[src/rtl/core/bdhc_pkg.sv]
package bdhc_pkg;

    localparam int unsigned NUM_BUTTONS = 4;
    localparam int unsigned NUM_KEYS    = 12;
    localparam int unsigned TIME_W      = 32;
    localparam int unsigned CFG_W       = 16;
    localparam int unsigned CFG_IDX_W   = 2;

    // configuration register indexes
    localparam logic [CFG_IDX_W-1:0] CFG_DEBOUNCE = 2'd0;
    localparam logic [CFG_IDX_W-1:0] CFG_HOLD     = 2'd1;

    localparam logic [CFG_W-1:0] DEBOUNCE_RST = 16'd50;
    localparam logic [CFG_W-1:0] HOLD_RST     = 16'd500;

    // button positions
    localparam int unsigned BTN_A = 0;
    localparam int unsigned BTN_B = 1;
    localparam int unsigned BTN_X = 2;
    localparam int unsigned BTN_Y = 3;

    // key vector bit positions
    localparam int unsigned K_MENU     = 0;
    localparam int unsigned K_MAP      = 1;
    localparam int unsigned K_FWD      = 2;
    localparam int unsigned K_BACK     = 3;
    localparam int unsigned K_STRAFE_L = 4;
    localparam int unsigned K_STRAFE_R = 5;
    localparam int unsigned K_FIRE     = 6;
    localparam int unsigned K_USE      = 7;
    localparam int unsigned K_WPN_UP   = 8;
    localparam int unsigned K_WPN_DOWN = 9;
    localparam int unsigned K_TURN_L   = 10;
    localparam int unsigned K_TURN_R   = 11;

    typedef logic [NUM_BUTTONS-1:0] t_btn_vec;
    typedef logic [NUM_KEYS-1:0]    t_key_vec;
    typedef logic [TIME_W-1:0]      t_time;

    typedef struct packed {
        logic [3:0]  raw_buttons;
        logic [31:0] now_ms;
    } t_in_item;

    typedef struct packed {
        logic [3:0]  button_down;
        logic [3:0]  button_held;
        logic [11:0] key_down;
        logic [11:0] key_pressed;
        logic [11:0] key_released;
    } t_out_item;

    typedef struct packed {
        logic [CFG_W-1:0] dbnc_ms;
        logic [CFG_W-1:0] hold_ms;
    } t_cfg;

    typedef struct packed {
        logic down;
        logic held;
    } t_lane_flags;

    typedef struct packed {
        t_key_vec key_down;
        t_key_vec key_pressed;
        t_key_vec key_released;
    } t_keys;

endpackage

[src/rtl/core/button_debounce_hold_chord_mapper_top.sv]
// Button debounce, hold detection and chord mapping.
//
// Input channel (i_in_valid/o_in_ready, i_in_data): one item is a sample of
// four raw button levels plus a millisecond timestamp. Output channel
// (o_out_valid/i_out_ready, o_out_data): one result item per input item, in
// order - debounced and held flags, the 12-bit key vector and its press and
// release edges against the previous vector.
// Config channel (i_cfg_valid/o_cfg_ready, i_cfg_index, i_cfg_data): index 0
// debounce window, index 1 hold time, other indexes ignored. Always ready;
// write only while no items are in flight.
//
// Pipeline: input register -> per-button lanes and chord decode -> result
// register. An accepted item passes the input register, then the result
// register. One item per cycle sustained while i_out_ready is high; the lanes'
// subtract/compare and chord decode form the single combinational stage.
// When the receiver stalls, the result register holds, then the input
// register fills and o_in_ready drops; nothing is lost.
// Reset (synchronous, active low) clears all button state, the key vector
// and both valids, and loads a 50 ms debounce window and 500 ms hold time.
module button_debounce_hold_chord_mapper_top (
    input  logic                                i_clk,
    input  logic                                i_rst_n,
    input  logic                                i_in_valid,
    output logic                                o_in_ready,
    input  bdhc_pkg::t_in_item                  i_in_data,
    output logic                                o_out_valid,
    input  logic                                i_out_ready,
    output bdhc_pkg::t_out_item                 o_out_data,
    input  logic                                i_cfg_valid,
    output logic                                o_cfg_ready,
    input  logic [bdhc_pkg::CFG_IDX_W-1:0]      i_cfg_index,
    input  logic [bdhc_pkg::CFG_W-1:0]          i_cfg_data
);

    // configuration
    bdhc_pkg::t_cfg      r_cfg;

    // input stage
    logic                r_in_valid;
    bdhc_pkg::t_in_item  r_in;

    // result stage
    logic                r_out_valid;
    bdhc_pkg::t_out_item r_out;

    logic                adv;      // input stage item moves into result stage
    logic                in_fire;

    bdhc_pkg::t_lane_flags lane_flags [bdhc_pkg::NUM_BUTTONS];
    bdhc_pkg::t_btn_vec    down_vec;
    bdhc_pkg::t_btn_vec    held_vec;
    bdhc_pkg::t_keys       keys;

    assign adv        = r_in_valid && (!r_out_valid || i_out_ready);
    assign o_in_ready = !r_in_valid || adv;
    assign in_fire    = i_in_valid && o_in_ready;
    assign o_cfg_ready = 1'b1;

    always_ff @(posedge i_clk) begin
        if (!i_rst_n) begin
            r_cfg.dbnc_ms <= bdhc_pkg::DEBOUNCE_RST;
            r_cfg.hold_ms <= bdhc_pkg::HOLD_RST;
        end else if (i_cfg_valid) begin
            case (i_cfg_index)
                bdhc_pkg::CFG_DEBOUNCE: r_cfg.dbnc_ms <= i_cfg_data;
                bdhc_pkg::CFG_HOLD:     r_cfg.hold_ms <= i_cfg_data;
                default: ;
            endcase
        end
    end

    // input register
    always_ff @(posedge i_clk) begin
        if (!i_rst_n) begin
            r_in_valid <= 1'b0;
        end else if (o_in_ready) begin
            r_in_valid <= i_in_valid;
        end
    end

    always_ff @(posedge i_clk) begin
        if (in_fire) begin
            r_in <= i_in_data;
        end
    end

    // one lane per button, side by side
    for (genvar g = 0; g < bdhc_pkg::NUM_BUTTONS; g++) begin : g_lane
        bdhc_lane u_lane (
            .i_clk   (i_clk),
            .i_rst_n (i_rst_n),
            .i_adv   (adv),
            .i_raw   (r_in.raw_buttons[g]),
            .i_now   (r_in.now_ms),
            .i_cfg   (r_cfg),
            .o_flags (lane_flags[g])
        );
        assign down_vec[g] = lane_flags[g].down;
        assign held_vec[g] = lane_flags[g].held;
    end

    bdhc_chord u_chord (
        .i_clk   (i_clk),
        .i_rst_n (i_rst_n),
        .i_adv   (adv),
        .i_down  (down_vec),
        .i_held  (held_vec),
        .o_keys  (keys)
    );

    // result register
    always_ff @(posedge i_clk) begin
        if (!i_rst_n) begin
            r_out_valid <= 1'b0;
        end else if (adv) begin
            r_out_valid <= 1'b1;
        end else if (i_out_ready) begin
            r_out_valid <= 1'b0;
        end
    end

    always_ff @(posedge i_clk) begin
        if (adv) begin
            r_out.button_down  <= down_vec;
            r_out.button_held  <= held_vec;
            r_out.key_down     <= keys.key_down;
            r_out.key_pressed  <= keys.key_pressed;
            r_out.key_released <= keys.key_released;
        end
    end

    assign o_out_valid = r_out_valid;
    assign o_out_data  = r_out;

    // a key never both enters and leaves the key vector in one step
    a_edges_disjoint: assert property (@(posedge i_clk) disable iff (!i_rst_n)
        o_out_valid |-> ((o_out_data.key_pressed & o_out_data.key_released) == '0))
        else $error("key pressed and released together");

    // pressed keys are a subset of the current key vector
    a_pressed_in_down: assert property (@(posedge i_clk) disable iff (!i_rst_n)
        o_out_valid |->
            ((o_out_data.key_pressed & ~o_out_data.key_down) == '0))
        else $error("pressed key not in key vector");

    // input stage only blocks while holding an item that cannot move on
    a_ready_only_when_full: assert property (@(posedge i_clk) disable iff (!i_rst_n)
        !o_in_ready |-> (r_in_valid && r_out_valid && !i_out_ready))
        else $error("input stalled without cause");

    // an item moved on always shows as a result next cycle
    a_adv_gives_result: assert property (@(posedge i_clk) disable iff (!i_rst_n)
        adv |=> o_out_valid)
        else $error("result lost after advance");

endmodule

[src/rtl/core/bdhc_lane.sv]
module bdhc_lane (
    input  logic                 i_clk,
    input  logic                 i_rst_n,
    input  logic                 i_adv,
    input  logic                 i_raw,
    input  bdhc_pkg::t_time      i_now,
    input  bdhc_pkg::t_cfg       i_cfg,
    output bdhc_pkg::t_lane_flags o_flags
);

    logic            r_last_raw;
    logic            r_down;
    logic            r_held;
    bdhc_pkg::t_time r_prs_stamp;
    bdhc_pkg::t_time r_rel_stamp;

    logic            n_down;
    logic            n_held;
    bdhc_pkg::t_time n_prs_stamp;
    bdhc_pkg::t_time n_rel_stamp;

    bdhc_pkg::t_time since_rel;
    bdhc_pkg::t_time since_prs;
    logic            rel_ok;
    logic            prs_ok;
    logic            hold_ok;

    // wrapping elapsed time, compared unsigned
    assign since_rel = i_now - r_rel_stamp;
    assign since_prs = i_now - r_prs_stamp;
    assign rel_ok    = since_rel > bdhc_pkg::t_time'(i_cfg.dbnc_ms);
    assign prs_ok    = since_prs > bdhc_pkg::t_time'(i_cfg.dbnc_ms);
    assign hold_ok   = since_prs > bdhc_pkg::t_time'(i_cfg.hold_ms);

    always_comb begin
        n_down      = r_down;
        n_held      = r_held;
        n_prs_stamp = r_prs_stamp;
        n_rel_stamp = r_rel_stamp;
        if (i_raw && !r_last_raw) begin
            if (rel_ok) begin
                n_down      = 1'b1;
                n_prs_stamp = i_now;
                n_held      = 1'b0;
            end
        end else if (!i_raw && r_last_raw) begin
            if (prs_ok) begin
                n_down      = 1'b0;
                n_rel_stamp = i_now;
                n_held      = 1'b0;
            end
        end else if (i_raw && r_last_raw) begin
            if (hold_ok) begin
                n_held = 1'b1;
            end
        end
    end

    always_ff @(posedge i_clk) begin
        if (!i_rst_n) begin
            r_last_raw  <= 1'b0;
            r_down      <= 1'b0;
            r_held      <= 1'b0;
            r_prs_stamp <= '0;
            r_rel_stamp <= '0;
        end else if (i_adv) begin
            r_last_raw  <= i_raw;
            r_down      <= n_down;
            r_held      <= n_held;
            r_prs_stamp <= n_prs_stamp;
            r_rel_stamp <= n_rel_stamp;
        end
    end

    assign o_flags.down = n_down;
    assign o_flags.held = n_held;

endmodule

[src/rtl/core/bdhc_chord.sv]
module bdhc_chord (
    input  logic                 i_clk,
    input  logic                 i_rst_n,
    input  logic                 i_adv,
    input  bdhc_pkg::t_btn_vec   i_down,
    input  bdhc_pkg::t_btn_vec   i_held,
    output bdhc_pkg::t_keys      o_keys
);

    bdhc_pkg::t_key_vec r_key_vec;
    bdhc_pkg::t_key_vec n_key_vec;

    logic a, b, x, y, hx, hy;

    assign a  = i_down[bdhc_pkg::BTN_A];
    assign b  = i_down[bdhc_pkg::BTN_B];
    assign x  = i_down[bdhc_pkg::BTN_X];
    assign y  = i_down[bdhc_pkg::BTN_Y];
    assign hx = i_held[bdhc_pkg::BTN_X];
    assign hy = i_held[bdhc_pkg::BTN_Y];

    // priority chord decode; single keys only when no chord matches
    always_comb begin
        n_key_vec = '0;
        if (a && b && x && y) begin
            n_key_vec[bdhc_pkg::K_MENU] = 1'b1;
        end else if (x && y) begin
            n_key_vec[bdhc_pkg::K_MAP] = 1'b1;
        end else if (a && b) begin
            n_key_vec[bdhc_pkg::K_FWD] = 1'b1;
        end else if (a && y) begin
            n_key_vec[bdhc_pkg::K_BACK] = 1'b1;
        end else if (b && x) begin
            n_key_vec[bdhc_pkg::K_STRAFE_L] = 1'b1;
        end else if (b && y) begin
            n_key_vec[bdhc_pkg::K_STRAFE_R] = 1'b1;
        end else begin
            n_key_vec[bdhc_pkg::K_FIRE]     = a;
            n_key_vec[bdhc_pkg::K_USE]      = b;
            n_key_vec[bdhc_pkg::K_WPN_UP]   = x && !hx;
            n_key_vec[bdhc_pkg::K_WPN_DOWN] = y && !hy;
            n_key_vec[bdhc_pkg::K_TURN_L]   = hx;
            n_key_vec[bdhc_pkg::K_TURN_R]   = hy;
        end
    end

    always_ff @(posedge i_clk) begin
        if (!i_rst_n) begin
            r_key_vec <= '0;
        end else if (i_adv) begin
            r_key_vec <= n_key_vec;
        end
    end

    assign o_keys.key_down     = n_key_vec;
    assign o_keys.key_pressed  = n_key_vec & ~r_key_vec;
    assign o_keys.key_released = ~n_key_vec & r_key_vec;

endmodule
[config.mk]
export PLATFORM = sky130hd
export DESIGN_NAME = button_debounce_hold_chord_mapper_top
export DESIGN_NICKNAME = d
export VERILOG_FILES = /design/src/rtl/core/bdhc_pkg.sv /design/src/rtl/core/button_debounce_hold_chord_mapper_top.sv /design/src/rtl/core/bdhc_lane.sv /design/src/rtl/core/bdhc_chord.sv
export SDC_FILE = /design/constraint.sdc
export NUM_CORES = 1
export LEC_CHECK = 0
export BUFFER_PORTS_ARGS = -buffer_cell sky130_fd_sc_hd__buf_2
export CORE_MARGIN = 8
export CORE_UTILIZATION = 30
export DETAILED_ROUTE_END_ITERATION = 12
export GPL_ROUTABILITY_DRIVEN = 0
export PLACE_DENSITY_LB_ADDON = 0.05
export SLEW_MARGIN = 20
export SYNTH_ARGS = -nofsm -noshare
export SYNTH_HDL_FRONTEND = slang
export SYNTH_HIERARCHICAL = 1
export SYNTH_SLANG_ARGS = --single-unit
[constraint.sdc]
create_clock -name i_clk -period 6.5 [get_ports i_clk]
set_clock_uncertainty 0.2 [all_clocks]
set_input_delay 0.65 -clock i_clk [delete_from_list [all_inputs] [get_ports i_clk]]
set_output_delay 0.65 -clock i_clk [all_outputs]
set_load 0.1 [all_outputs]
==> impl_metrics.json <==
{
  "portBuffers": 104,
  "die_w_um": 362.0,
  "dieArea_um2": 131000,
  "final_util_pct": 34.15,
  "first_global_vias": 32816,
  "synth_cell_types": 125,
  "ys_seq_elements": 394,
  "yosys.area.top_type": "dfxtp_1",
  "grt_pass1_wl_um": 210500,
  "nets": 5172,
  "placed_area_um2": 38380,
  "placeableCoreArea_um2": 119300,
  "fin_ws_ps": 330.4,
  "syn_inst": 4538,
  "fmax_ghz": 0.1621,
  "first_pass_iters": 5,
  "rows": 127,
  "fp.dieH_um": 362.0,
  "cp.required_ps": 6700,
  "route.detailed.drc": 0,
  "dr.first_iter.drc_count": 2412,
  "clkSlewWorstSetupHoldPaths_ps": 60,
  "yosys_warnings": 6,
  "synth_area_leaders": "dfxtp_1, ha_1, edfxtp_1",
  "arrival_ps": 6370,
  "num_vias": 33468,
  "synth_area_um2": 35910,
  "wirelength_um": 140600,
  "syn_avg_cell_area_um2": 7.913,
  "area_growth_pct": 13.50,
  "cts_buffers": 55,
  "critPathKind": "reg2reg",
  "drv_cap": 0,
  "antenna_left": 0,
  "finalPower_mw": 8.418,
  "critPathMaxFanout": 8,
  "via_per_inst": 5.290,
  "status": "finished, final reports clean",
  "p_per_area_nw_per_um2": 206.5,
  "fin_area_um2": 40760,
  "clock-sinks": 394,
  "dp_slack_ps": 135.0,
  "ys_seq_area_share_pct": 24.20,
  "synth_top_cell_area_share_pct": 17.51,
  "cts_tree": "done",
  "antenna_found_initial": 6,
  "htreeDepth": 2,
  "cts_root_buffer": "clkbuf_16",
  "synth_ff_type": "dfxtp_1",
  "overflow": 0,
  "hold_viol": 0,
  "post-route-min-period_ps": 6170,
  "max_slew_margin_pct": 27.61,
  "hpwl_um": 109000,
  "tns_ps": 0,
  "leakagePower_nw": 15.34,
  "tightest_slew_ps": 1086,
  "syn_nets": 5045,
  "cts_buffer_depth": 3,
  "setup_viol": 0,
  "async_flop_share_pct": 0,
  "reg2reg_slack_ps": 330,
  "worstSetupStartpointType": "flop",
  "wire_per_inst_um": 22.22,
  "pin_count": 106,
  "rsz0062_at_grt": "no",
  "critPathCaptureType": "flop",
  "grt_usage_pct": 20.67,
  "timing.final.crit_share_pct": 94.92,
  "start_util_pct": 30.09,
  "peakVddDrop_uv": 200.4,
  "grt_max_degree": 117,
  "slew_violations": 0,
  "drive_gt1_share_pct": 9.550,
  "worstHoldPathType": "in2reg",
  "synth_edf_count": 80,
  "worstSkewPairLatency_ps": 660
}
## logic make-up (layout without fill, tap and decap cells)
kind of cell / after synthesis / in the layout / synth area share, %
mux: 208 / 208 / 5.812
other cells: 1 / 4 / 0.01044
flops: 394 / 394 / 24.20
simple gates: 1381 / 1381 / 18.69
xor+xnor: 177 / 177 / 4.317
buf+inv: 638 / 812 / 7.679
compound gates: 1291 / 1291 / 23.52
fa+ha+maj: 448 / 448 / 15.78
## what timing repair did
action | CTS | global route
buffers inserted | 0 | 7
hold endpoints to repair | 35 | 0
setup endpoints to repair | 0 | 34
gates resized for setup | 0 | 10
hold buffers | 35 | 0
## where the power goes
part | switching (mW) | internal, mW
sequential | 0.0997 | 2.57
clock | 1.29 | 1.95
combinational | 1.58 | 0.923
total | 2.97 | 5.44
## metrics by stage
step	hold slack (ps)	cells
after detailed placement	246.4	6178
after global routing	25.71	6324
after global placement	242.9	6178
final	47.66	6327
after floorplan	234.7	4538
after CTS	4.337	6317
## final timing paths
path | startpoint | to | cells after the start
worst min-delay path | i_in_data[5] | r_in[5] | 1
worst max-delay path | r_in[0] | o_out_data[4] | 23
worst min register to register | g_lane[1].u_lane/r_prs_stamp[18] | g_lane[1].u_lane/r_prs_stamp[18] | 2
worst max register to register | r_in[0] | o_out_data[4] | 23
## routing by layer
metal  up-vias  GRT usage [%]  share of wire (%)
met2       693          32.29                 43
met1     16006          30.18                 51
met4         0          5.647                2.7
met5         -              0                  0
li1      16629              -                  -
met3       140          1.928                3.7
## state kept, by name (all words and copies together), names as in the netlist, 12 cells and up
name / flops
r_cfg: 32
o_out_data: 44
g_lane.u_lane/r_rel_stamp: 128
r_in: 36
g_lane.u_lane/r_prs_stamp: 128
u_chord/r_key_vec: 12
## cell type report
| cell class | count | area (um2) |
|---|---|---|
| Clock buffer | 69 | 1490 |
| Antenna cell | 3 | 7.507 |
| Timing Repair Buffer | 262 | 1917 |
| Multi-Input combinational cell | 3506 | 24540 |
| Inverter | 446 | 1674 |
| Fill cell | 12715 | 78580 |
| Clock inverter | 35 | 420.4 |
| Tap cell | 1612 | 2017 |
| Sequential cell | 394 | 8688 |
## synthesized netlist by cell type, types with 12 or more instances
cell	n
a2111oi_0	14
a211o_1	14
a211oi_1	43
a21boi_0	13
a21o_1	109
a21oi_1	402
a21oi_2	38
a221oi_1	12
a31oi_1	33
and2_1	23
and3_1	20
buf_2	31
buf_4	20
buf_6	23
clkbuf_1	103
dfxtp_1	314
edfxtp_1	80
ha_1	440
inv_1	444
mux2i_1	204
nand2_1	519
nand2b_1	44
nand3_1	170
nand3b_1	12
nand4_1	117
nor2_1	233
nor2b_1	60
nor3_1	58
nor4_1	21
o2111ai_1	16
o211ai_1	51
o21a_1	56
o21ai_0	210
o21ai_1	93
o21bai_1	21
o22ai_1	16
o31ai_1	16
or3_1	24
xnor2_1	105
xor2_1	72
## worst max-delay path: stages (launching register included)
cell	delay (ps)
edfxtp_1	550
buf_4	220
inv_1	80
ha_1	160
inv_1	50
fa_1	440
a211oi_2	300
o211ai_1	160
nor2b_1	230
or2_1	280
xor2_1	160
ha_1	300
nand2_1	70
nor3_1	230
nand2_1	110
a31oi_1	170
o21ai_0	110
or4_1	480
o41a_1	450
a21oi_1	220
nor2_2	130
nand2b_4	180
or3b_1	440
and2_1	180
## layout by cell type (no fill, tap or decap), types with 109 or more instances in the layout
cell type,Yosys,routed
buf_4,20,114
nor2_1,233,230
o21ai_0,210,210
ha_1,440,440
nand3_1,170,170
dfxtp_1,314,314
inv_1,444,442
nand4_1,117,117
a21o_1,109,109
nand2_1,519,518
mux2i_1,204,204
a21oi_1,402,400
Note: power is estimated with default switching activity, not from simulation.
